==> config.mk <==
export PLATFORM = sky130hd
export DESIGN_NAME = phase_shift_pwm_compare_update
export DESIGN_NICKNAME = d
export VERILOG_FILES = /design/src/psp_pkg.sv /design/src/psp_reduce.sv /design/src/psp_mul.sv /design/src/phase_shift_pwm_compare_update.sv
export SDC_FILE = /design/constraint.sdc
export NUM_CORES = 2
export LEC_CHECK = 0
export ABC_AREA = 1
export BUFFER_PORTS_ARGS = -buffer_cell sky130_fd_sc_hd__buf_4
export CORE_ASPECT_RATIO = 1.5
export CORE_MARGIN = 2
export CORE_UTILIZATION = 50
export DETAILED_ROUTE_END_ITERATION = 12
export PLACE_DENSITY = 0.67
export SLEW_MARGIN = 20
export SYNTH_ARGS = -nofsm -noshare
export SYNTH_HDL_FRONTEND = slang
export SYNTH_SLANG_ARGS = --single-unit
==> constraint.sdc <==
create_clock -name clk -period 10.8 [get_ports clk]
set_clock_uncertainty 0.15 [all_clocks]
set_input_delay 3.24 -clock clk [delete_from_list [all_inputs] [get_ports clk]]
set_output_delay 3.24 -clock clk [all_outputs]
set_load 0.005 [all_outputs]
==> src/psp_pkg.sv <==
package psp_pkg;

    // angle fraction bits (1/64 degree by default)
    localparam int ANGLE_FRAC_BITS = 6;

    localparam int NUM_LEGS = 6;
    localparam int PERIOD_W = 15;
    localparam int DELAY_W  = 13;
    localparam int LEAD_W   = 16;
    localparam int SHIFT_W  = 14;
    localparam int LEG_W    = 3;
    localparam int MODE_W   = 2;

    // full turn in half angle units: 720 << frac = 45 << (frac + 4)
    localparam int FULL_TURN = 720 << ANGLE_FRAC_BITS;
    localparam int TURN_ODD  = 45;
    localparam int QUARTER   = 180 << ANGLE_FRAC_BITS;
    localparam int TURN_W    = $clog2(FULL_TURN);

    // offset that lifts every raw phase above zero before reduction
    localparam int RED_OFFSET = FULL_TURN * ((1 << 17) / FULL_TURN + 1);
    localparam int RED_MAX    = RED_OFFSET + 5 * FULL_TURN;
    localparam int RAW_W      = $clog2(RED_MAX) + 1;
    localparam int RED_STEPS  = $clog2(RED_MAX / FULL_TURN + 1);
    localparam int RED_W      = TURN_W + RED_STEPS;
    localparam int STEP_W     = (RED_STEPS > 1) ? $clog2(RED_STEPS) : 1;

    // divide by the full turn: shift out the power of two, then multiply
    // by the reciprocal of 45 (exact for quotients of 21 bit dividends)
    localparam int X_SHIFT     = ANGLE_FRAC_BITS + 4;
    localparam int X_W         = 21;
    localparam int RECIP_SHIFT = 27;
    localparam int RECIP       = ((1 << RECIP_SHIFT) + TURN_ODD - 1) / TURN_ODD;
    localparam int RECIP_W     = 22;
    localparam int MUL_W0      = (TURN_W > RECIP_W) ? TURN_W : RECIP_W;
    localparam int MUL_W       = (MUL_W0 > X_W) ? MUL_W0 : X_W;
    localparam int PROD_W      = 2 * MUL_W;

    localparam logic [LEG_W-1:0] LEG_LEAD  = 3'd0;
    localparam logic [LEG_W-1:0] LEG_LAG   = 3'd1;
    localparam logic [LEG_W-1:0] LEG_P     = 3'd2;
    localparam logic [LEG_W-1:0] LEG_Q     = 3'd3;
    localparam logic [LEG_W-1:0] LEG_THIRD = 3'd4;
    localparam logic [LEG_W-1:0] LEG_FIFTH = 3'd5;

    typedef enum logic [MODE_W-1:0] {
        MODE_NORMAL  = 2'd0,
        MODE_CROSS_A = 2'd1,
        MODE_CROSS_B = 2'd2
    } mode_t;

    typedef struct packed {
        logic             start;
        logic [RED_W-1:0] init;
    } red_ctrl_t;

    typedef struct packed {
        logic              done;
        logic [TURN_W-1:0] value;
    } red_stat_t;

endpackage

==> src/psp_reduce.sv <==
module psp_reduce
    import psp_pkg::*;
(
    input  logic      clk,
    input  logic      rst_n,
    input  red_ctrl_t ctrl,
    output red_stat_t stat
);

    logic [RED_W-1:0]  val_reg;
    logic [RED_W-1:0]  val_next;
    logic [STEP_W-1:0] step_reg;
    logic [STEP_W-1:0] step_next;
    logic              busy_reg;
    logic              busy_next;
    logic              done_reg;
    logic              done_next;
    logic [RED_W-1:0]  sub;

    // restoring reduction: subtract turn << k, k from high to low
    assign sub = RED_W'(FULL_TURN) << step_reg;

    always_comb
    begin
        val_next  = val_reg;
        step_next = step_reg;
        busy_next = busy_reg;
        done_next = 1'b0;
        if (ctrl.start)
        begin
            val_next  = ctrl.init;
            step_next = STEP_W'(RED_STEPS - 1);
            busy_next = 1'b1;
        end
        else if (busy_reg)
        begin
            if (val_reg >= sub)
            begin
                val_next = val_reg - sub;
            end
            if (step_reg == '0)
            begin
                busy_next = 1'b0;
                done_next = 1'b1;
            end
            else
            begin
                step_next = step_reg - 1'b1;
            end
        end
    end

    always_ff @(posedge clk or negedge rst_n)
    begin
        if (!rst_n)
        begin
            step_reg <= '0;
            busy_reg <= 1'b0;
            done_reg <= 1'b0;
        end
        else
        begin
            step_reg <= step_next;
            busy_reg <= busy_next;
            done_reg <= done_next;
        end
    end

    always_ff @(posedge clk)
    begin
        val_reg <= val_next;
    end

    assign stat.done  = done_reg;
    assign stat.value = val_reg[TURN_W-1:0];

endmodule

==> src/psp_mul.sv <==
module psp_mul
    import psp_pkg::*;
(
    input  logic              clk,
    input  logic [MUL_W-1:0]  op_a,
    input  logic [MUL_W-1:0]  op_b,
    output logic [PROD_W-1:0] prod
);

    logic [PROD_W-1:0] prod_reg;

    always_ff @(posedge clk)
    begin
        prod_reg <= PROD_W'(op_a) * PROD_W'(op_b);
    end

    assign prod = prod_reg;

endmodule

==> src/phase_shift_pwm_compare_update.sv <==
// Phase-shifted PWM compare update for a six-leg bridge. Each input item
// (lead phase L, shift angle S, command) yields one result item per leg:
// lead, lag, P, Q, third and fifth (command 1 updates P, Q, third and fifth
// only), in leg order, with tlast on the fifth-harmonic leg. Phases are held
// in half angle units so S/2 is exact, reduced into one turn, and turned into
// compare A = floor(period * phase / turn) and compare B = A + period/2
// wrapped into the period; a leg is flagged when A or B jumps upwards by at
// least half a period against its stored compares. The shared reduction unit
// does one conditional subtract per cycle over four steps per phase with the
// default 6-bit angle fraction, and each leg passes twice through the shared
// multiplier (product, then reciprocal of 45). The block takes no new item
// while an update is in flight; results leave through an output register.
// Registers (APB, word addressed): 0x0 pwm_period (reset 1000), 0x4
// drive_delay_phase (13-bit signed, reset 0); write them only while idle.
module phase_shift_pwm_compare_update
    import psp_pkg::*;
(
    input  logic        clk,
    input  logic        rst_n,
    // configuration port
    input  logic        psel,
    input  logic        penable,
    input  logic        pwrite,
    input  logic [2:0]  paddr,
    input  logic [31:0] pwdata,
    output logic [31:0] prdata,
    output logic        pready,
    // input items
    input  logic        s_tvalid,
    output logic        s_tready,
    input  logic [31:0] s_tdata,    // lead_phase[15:0], shift_angle[29:16]
    input  logic [0:0]  s_tuser,    // command[0]
    // result items
    output logic        m_tvalid,
    input  logic        m_tready,
    output logic [39:0] m_tdata,    // leg_index[2:0], compare_a[17:3],
                                    // compare_b[32:18], action_mode[34:33]
    output logic        m_tlast
);

    typedef enum logic [6:0] {
        ST_IDLE = 7'b0000001,
        ST_QRED = 7'b0000010,
        ST_LOAD = 7'b0000100,
        ST_RED  = 7'b0001000,
        ST_MUL1 = 7'b0010000,
        ST_MUL2 = 7'b0100000,
        ST_CALC = 7'b1000000
    } state_t;

    // configuration registers
    logic [PERIOD_W-1:0]       period_reg;
    logic signed [DELAY_W-1:0] delay_reg;
    logic                      cfg_write;

    // sequencer
    state_t                    state_reg;
    state_t                    state_next;
    logic [LEG_W-1:0]          leg_reg;
    logic [LEG_W-1:0]          leg_next;

    // per-item phase data
    logic signed [RAW_W-1:0]   r0_reg;
    logic signed [RAW_W-1:0]   r1_reg;
    logic [TURN_W-1:0]         qr_reg;
    logic [PERIOD_W-1:0]       a_reg;
    logic [PERIOD_W-1:0]       b_reg;

    // stored compares of each leg
    logic [PERIOD_W-1:0]       prev_a_reg [NUM_LEGS];
    logic [PERIOD_W-1:0]       prev_b_reg [NUM_LEGS];

    // output register
    logic                      out_valid_reg;
    logic [LEG_W-1:0]          out_leg_reg;
    logic [PERIOD_W-1:0]       out_a_reg;
    logic [PERIOD_W-1:0]       out_b_reg;
    mode_t                     out_mode_reg;
    logic                      out_last_reg;
    logic                      out_free;
    logic                      emit;

    // input unpacking and raw phases in half angle units
    logic signed [LEAD_W-1:0]  lead_in;
    logic [SHIFT_W-1:0]        shift_in;
    logic signed [RAW_W-1:0]   lead_x;
    logic signed [RAW_W-1:0]   shift_x;
    logic signed [RAW_W-1:0]   delay_x;
    logic signed [RAW_W-1:0]   r0_in;
    logic signed [RAW_W-1:0]   r1_in;
    logic signed [RAW_W-1:0]   rq_in;
    logic signed [RAW_W-1:0]   q_x;
    logic signed [RAW_W-1:0]   raw_leg;
    logic signed [RAW_W-1:0]   raw_sel;
    logic                      accept;

    // shared units
    red_ctrl_t                 red_ctrl;
    red_stat_t                 red_stat;
    logic [MUL_W-1:0]          mul_a;
    logic [MUL_W-1:0]          mul_b;
    logic [PROD_W-1:0]         prod;
    logic [X_W-1:0]            quot_x;
    logic [PERIOD_W-1:0]       cmp_a;

    // compare B and crossing detection
    logic [PERIOD_W-1:0]       half;
    logic [PERIOD_W:0]         b_sum;
    logic [PERIOD_W-1:0]       b_wrap;
    logic [PERIOD_W-1:0]       prev_a;
    logic [PERIOD_W-1:0]       prev_b;
    logic [PERIOD_W-1:0]       diff_a;
    logic [PERIOD_W-1:0]       diff_b;
    mode_t                     mode;

    // ---------------------------------------------------------------
    // configuration port, always ready, word decode on paddr[2]
    // ---------------------------------------------------------------
    assign pready    = 1'b1;
    assign cfg_write = psel && penable && pwrite && pready;

    always_ff @(posedge clk or negedge rst_n)
    begin
        if (!rst_n)
        begin
            period_reg <= PERIOD_W'(1000);
            delay_reg  <= '0;
        end
        else if (cfg_write)
        begin
            if (paddr[2])
            begin
                delay_reg <= pwdata[DELAY_W-1:0];
            end
            else
            begin
                period_reg <= pwdata[PERIOD_W-1:0];
            end
        end
    end

    assign prdata = paddr[2] ? 32'(delay_reg) : 32'(period_reg);

    // ---------------------------------------------------------------
    // raw phases: lead 2L, lag 2L-2S, Q 2L-S+2D (half angle units)
    // ---------------------------------------------------------------
    assign lead_in = s_tdata[LEAD_W-1:0];
    assign shift_in = s_tdata[LEAD_W +: SHIFT_W];
    assign lead_x  = RAW_W'(lead_in);
    assign shift_x = signed'(RAW_W'(shift_in));
    assign delay_x = RAW_W'(delay_reg);
    assign r0_in   = lead_x + lead_x;
    assign r1_in   = r0_in - shift_x - shift_x;
    assign rq_in   = r0_in - shift_x + delay_x + delay_x;

    assign q_x = signed'(RAW_W'(qr_reg));

    // P, Q, third and fifth leg phases derived from the reduced Q phase; lead and lag use the raw phases
    always_comb
    begin
        unique case (leg_reg)
            LEG_LEAD:  raw_leg = r0_reg;
            LEG_LAG:   raw_leg = r1_reg;
            LEG_P:     raw_leg = q_x + RAW_W'(QUARTER);
            LEG_Q:     raw_leg = q_x;
            LEG_THIRD: raw_leg = q_x + (q_x <<< 1);
            LEG_FIFTH: raw_leg = q_x + (q_x <<< 2);
            default:   raw_leg = q_x;
        endcase
    end

    assign accept  = s_tvalid && s_tready;
    assign raw_sel = (state_reg == ST_IDLE) ? rq_in : raw_leg;

    assign red_ctrl.start = accept || (state_reg == ST_LOAD);
    assign red_ctrl.init  = RED_W'(raw_sel + RAW_W'(RED_OFFSET));

    psp_reduce u_reduce (
        .clk   (clk),
        .rst_n (rst_n),
        .ctrl  (red_ctrl),
        .stat  (red_stat)
    );

    // ---------------------------------------------------------------
    // shared multiplier: period * phase, then (product >> k) * 1/45
    // ---------------------------------------------------------------
    assign quot_x = prod[X_SHIFT +: X_W];
    assign cmp_a  = prod[RECIP_SHIFT +: PERIOD_W];

    always_comb
    begin
        if (state_reg == ST_MUL1)
        begin
            mul_a = MUL_W'(quot_x);
            mul_b = MUL_W'(RECIP);
        end
        else
        begin
            mul_a = MUL_W'(period_reg);
            mul_b = MUL_W'(red_stat.value);
        end
    end

    psp_mul u_mul (
        .clk  (clk),
        .op_a (mul_a),
        .op_b (mul_b),
        .prod (prod)
    );

    // ---------------------------------------------------------------
    // compare B and crossing detection
    // ---------------------------------------------------------------
    assign half   = period_reg >> 1;
    assign b_sum  = {1'b0, half} + {1'b0, cmp_a};
    assign b_wrap = (b_sum >= {1'b0, period_reg}) ?
                    PERIOD_W'(b_sum - {1'b0, period_reg}) : b_sum[PERIOD_W-1:0];

    assign prev_a = prev_a_reg[leg_reg];
    assign prev_b = prev_b_reg[leg_reg];
    assign diff_a = (a_reg >= prev_a) ? (a_reg - prev_a) : (prev_a - a_reg);
    assign diff_b = (b_reg >= prev_b) ? (b_reg - prev_b) : (prev_b - b_reg);

    // A has priority over B
    always_comb
    begin
        if ((diff_a >= half) && (a_reg >= half))
        begin
            mode = MODE_CROSS_A;
        end
        else if ((diff_b >= half) && (b_reg >= half))
        begin
            mode = MODE_CROSS_B;
        end
        else
        begin
            mode = MODE_NORMAL;
        end
    end

    // ---------------------------------------------------------------
    // sequencer: reduce Q, then per leg reduce, two multiplies, emit
    // ---------------------------------------------------------------
    assign s_tready = (state_reg == ST_IDLE);
    assign out_free = !out_valid_reg || m_tready;
    assign emit     = (state_reg == ST_CALC) && out_free;

    always_comb
    begin
        state_next = state_reg;
        leg_next   = leg_reg;
        unique case (state_reg)
            ST_IDLE:
            begin
                if (accept)
                begin
                    state_next = ST_QRED;
                    leg_next   = s_tuser[0] ? LEG_P : LEG_LEAD;
                end
            end
            ST_QRED:
            begin
                if (red_stat.done)
                begin
                    state_next = ST_LOAD;
                end
            end
            ST_LOAD:
            begin
                state_next = ST_RED;
            end
            ST_RED:
            begin
                if (red_stat.done)
                begin
                    state_next = ST_MUL1;
                end
            end
            ST_MUL1:
            begin
                state_next = ST_MUL2;
            end
            ST_MUL2:
            begin
                state_next = ST_CALC;
            end
            ST_CALC:
            begin
                if (out_free)
                begin
                    if (leg_reg == LEG_FIFTH)
                    begin
                        state_next = ST_IDLE;
                    end
                    else
                    begin
                        state_next = ST_LOAD;
                        leg_next   = leg_reg + 1'b1;
                    end
                end
            end
            default:
            begin
                state_next = ST_IDLE;
            end
        endcase
    end

    always_ff @(posedge clk or negedge rst_n)
    begin
        if (!rst_n)
        begin
            state_reg <= ST_IDLE;
            leg_reg   <= LEG_LEAD;
        end
        else
        begin
            state_reg <= state_next;
            leg_reg   <= leg_next;
        end
    end

    // phase and compare data
    always_ff @(posedge clk)
    begin
        if (accept)
        begin
            r0_reg <= r0_in;
            r1_reg <= r1_in;
        end
        if ((state_reg == ST_QRED) && red_stat.done)
        begin
            qr_reg <= red_stat.value;
        end
        if (state_reg == ST_MUL2)
        begin
            a_reg <= cmp_a;
            b_reg <= b_wrap;
        end
    end

    // stored compares, cleared by reset
    always_ff @(posedge clk or negedge rst_n)
    begin
        if (!rst_n)
        begin
            for (int i = 0; i < NUM_LEGS; i++)
            begin
                prev_a_reg[i] <= '0;
                prev_b_reg[i] <= '0;
            end
        end
        else if (emit)
        begin
            prev_a_reg[leg_reg] <= a_reg;
            prev_b_reg[leg_reg] <= b_reg;
        end
    end

    // output register
    always_ff @(posedge clk or negedge rst_n)
    begin
        if (!rst_n)
        begin
            out_valid_reg <= 1'b0;
        end
        else if (emit)
        begin
            out_valid_reg <= 1'b1;
        end
        else if (m_tready)
        begin
            out_valid_reg <= 1'b0;
        end
    end

    always_ff @(posedge clk)
    begin
        if (emit)
        begin
            out_leg_reg  <= leg_reg;
            out_a_reg    <= a_reg;
            out_b_reg    <= b_reg;
            out_mode_reg <= mode;
            out_last_reg <= (leg_reg == LEG_FIFTH);
        end
    end

    assign m_tvalid = out_valid_reg;
    assign m_tdata  = {5'b0, out_mode_reg, out_b_reg, out_a_reg, out_leg_reg};
    assign m_tlast  = out_last_reg;

endmodule
==> qor.csv <==
stage,metric,value,unit
setup_path,cp_top_family,adder cells,
timing,rsz0062_at_grt,no,
clock_network,worstSkewPairLatency,610,ps
die,coreArea,77300,sq um
finish,nets,5774,
global_route,grt_pass1_wl,189,mm
timing,worstMarginPinSlew,1070,ps
timing,max_freq,117,MHz
timing,hold_viol_final,0,
clock_network,cts_resized,0,
clock_network,cts.sinks,391,
die,die_h,346,um
global_route,grt_max_degree,69,
clock_network,cts_tree,done,
global_route,met1_usage,36.9,%
setup_path,critPathSlowestCell,a2111oi_0,
timing,drv_slew,0,
clock_network,htreeDepth,2,
setup_path,startpoint_type,register,
die,dieArea,80300,sq um
synthesis,yosys_register_bits,391,
finish,drive_above_1_share,6.16,%
die,ios,151,
setup_path,critPathKind,reg2reg,
placement,io_buffers,123,
clock_network,clockRootBuffer,clkbuf_16,
global_route,met3_usage,4.08,%
placement,dpl_worst_slack,2500,ps
setup_path,critPathMaxStageDelay,860,ps
route,avgViaCountPerCell,5.53,
finish,final_util,55.1,%
global_route,busiest_layer,met2,
route,dr_total_vias,33200,
global_route,grt_pass1_vias,33400,
clock_network,cts_setup_buffers,0,
global_route,antenna_found_initial,4,
synthesis,mappedNetlistArea,39000,sq um
timing,fin_ws,2250,ps
die,start_util,50.5,%
die,dieWidth,232,um
synthesis,synth-edff-count,136,
synthesis,ys_warn_count,0,
clock_network,clk_pin_slew,60,ps
setup_path,crit_buf_inv,6,
global_route,grt_use_met2,53.0,%
setup_path,cp.required,11120,ps
global_route,grt.overflow.total,0,
finish,multiInputGateArea,25000,sq um
die,rows,125,
timing,setup_violations,0,
clock_network,clockBufferDepth,3,
setup_path,arrival,8870,ps
route,first_pass_iters,7,
finish,seqCellArea,10300,sq um
route,drc,0,
timing,relSlewSlack,28.0,%
worst_hold_path,min_path_type,reg2reg,
route,drt_iter0_markers,2520,
synthesis,synthCells,4801,
setup_path,crit_path_end_kind,register,
setup_path,cpMostUsedCell,fa_1,
timing,period_share,79.2,%
placement,place.gp.congestion,1.00,
synthesis,syn_area_per_cell,8.12,sq um
job,cap_violations,0,
global_route,gr-usage-all-layers,30.7,%
timing,finalSetupTns,0,ps
finish,fillers,7397,
placement,dp_hpwl,94.9,mm
route,postRouteAntennaNets,0,
finish,areaGrowthSynthToFinish,9.29,%
route,wl_per_cell,20.2,um
synthesis,synth_cell_types,70,
synthesis,async_reset_ff_share,57.0,%
synthesis,synth_ff_type,dfrtp_1,
synthesis,yosysSeqAreaShare,26.5,%
clock_network,cts_buffers,42,
route,totalWireLength,121,mm
run_status,status,finished clean,
clock_network,postCtsHoldBufs,0,
setup_path,path_max_fanout,53,
timing,fin_crit,8550,ps
==> cells by family after synthesis <==
| group | count (synthesis) | synth area share [%] |
|---|---|---|
| compound gates | 831 | 12.0 |
| xor+xnor | 122 | 2.76 |
| fa+ha+maj | 752 | 30.8 |
| buf+inv | 1007 | 10.0 |
| flops | 391 | 26.5 |
| mux | 8 | 0.215 |
| other cells | 2 | 0.0193 |
| simple gates | 1688 | 17.8 |
==> metal layers <==
metal	up-vias	routed length [um]
li1	15600	-
met1	16000	46300
met2	1157	59500
met3	350	7380
met4	6	7750
met5	-	34
==> worst reg2reg max path, cell delays in order (launching register included) <==
cell and delay [ps]:
dfrtp_1 420, nor2_4 160, nand2_4 90, nor2_8 100, buf_4 540, nor2_1 200
buf_4 220, inv_1 270, o21ai_0 250, fa_1 590, inv_1 60, fa_1 480
inv_1 50, fa_1 500, inv_1 50, fa_1 560, fa_1 460, fa_1 400
ha_1 330, ha_1 340, a21oi_1 220, o21ai_0 150, a21oi_1 200, nor2_1 100
a2111oi_0 860, o311ai_1 430, xor2_1 230
==> synthesized netlist by cell type (80+ instances only) <==
cell	instances	share of area, %
nand2_1	996	9.6
inv_1	867	8.3
ha_1	408	13
o21ai_0	386	5.0
nor2_1	384	3.7
fa_1	344	18
a21oi_1	250	3.2
dfrtp_1	216	14
nand3_1	162	2.1
edfxtp_1	136	10
xor2_1	81	1.8
clkbuf_1	80	0.77
==> layout by cell type, fill, tap and decap left out, types with 44 or more instances in the layout <==
cell type    n
ha_1       408
clkbuf_16   44
fa_1       344
conb_1      60
nand3_1    162
nand4_1     49
nor2_1     380
dfrtp_1    216
o21ai_0    385
buf_4      165
xor2_1      81
a21oi_1    250
edfxtp_1   136
inv_1      867
nand2_1    990
==> stage by stage <==
step | cells | hold slack (ps) | instance area (sq um)
4_1_cts | 5996 | 290 | 42600
3_5_place_dp | 5918 | 306 | 41200
2_1_floorplan | 4859 | 262 | 39200
6_report | 6000 | 314 | 42600
5_1_grt | 5997 | 327 | 42600
3_3_place_gp | 5918 | 303 | 41200
==> worst paths after layout <==
path,start,cells past startpoint,end,slack [ps]
worst max-delay path,state_reg[2],26,u_mul.prod[41],2250
worst min-delay path,u_reduce.val_reg[0],0,qr_reg[0],310
worst max register to register,state_reg[2],26,u_mul.prod[41],2250
worst min register to register,u_reduce.val_reg[0],0,qr_reg[0],310
max in group asynchronous,rst_n,3,prev_a_reg[79],6170
min in group asynchronous,rst_n,1,delay_reg[2],2410
==> layout make-up <==
class                   instances  share of cell area (%)
clock buffers                  46                    2.63
multi-input cells            3461                    58.8
repair buffers                167                    3.01
flip-flops and latches        391                    24.2
well taps                    1016                    2.98
clock inverters                32                   0.590
inverters                     884                    7.80
diodes                          3                  0.0176
Power is left out: the tool's default activity adds up to more than one toggle a clock period on the data nets, which glitch-free logic cannot reach.
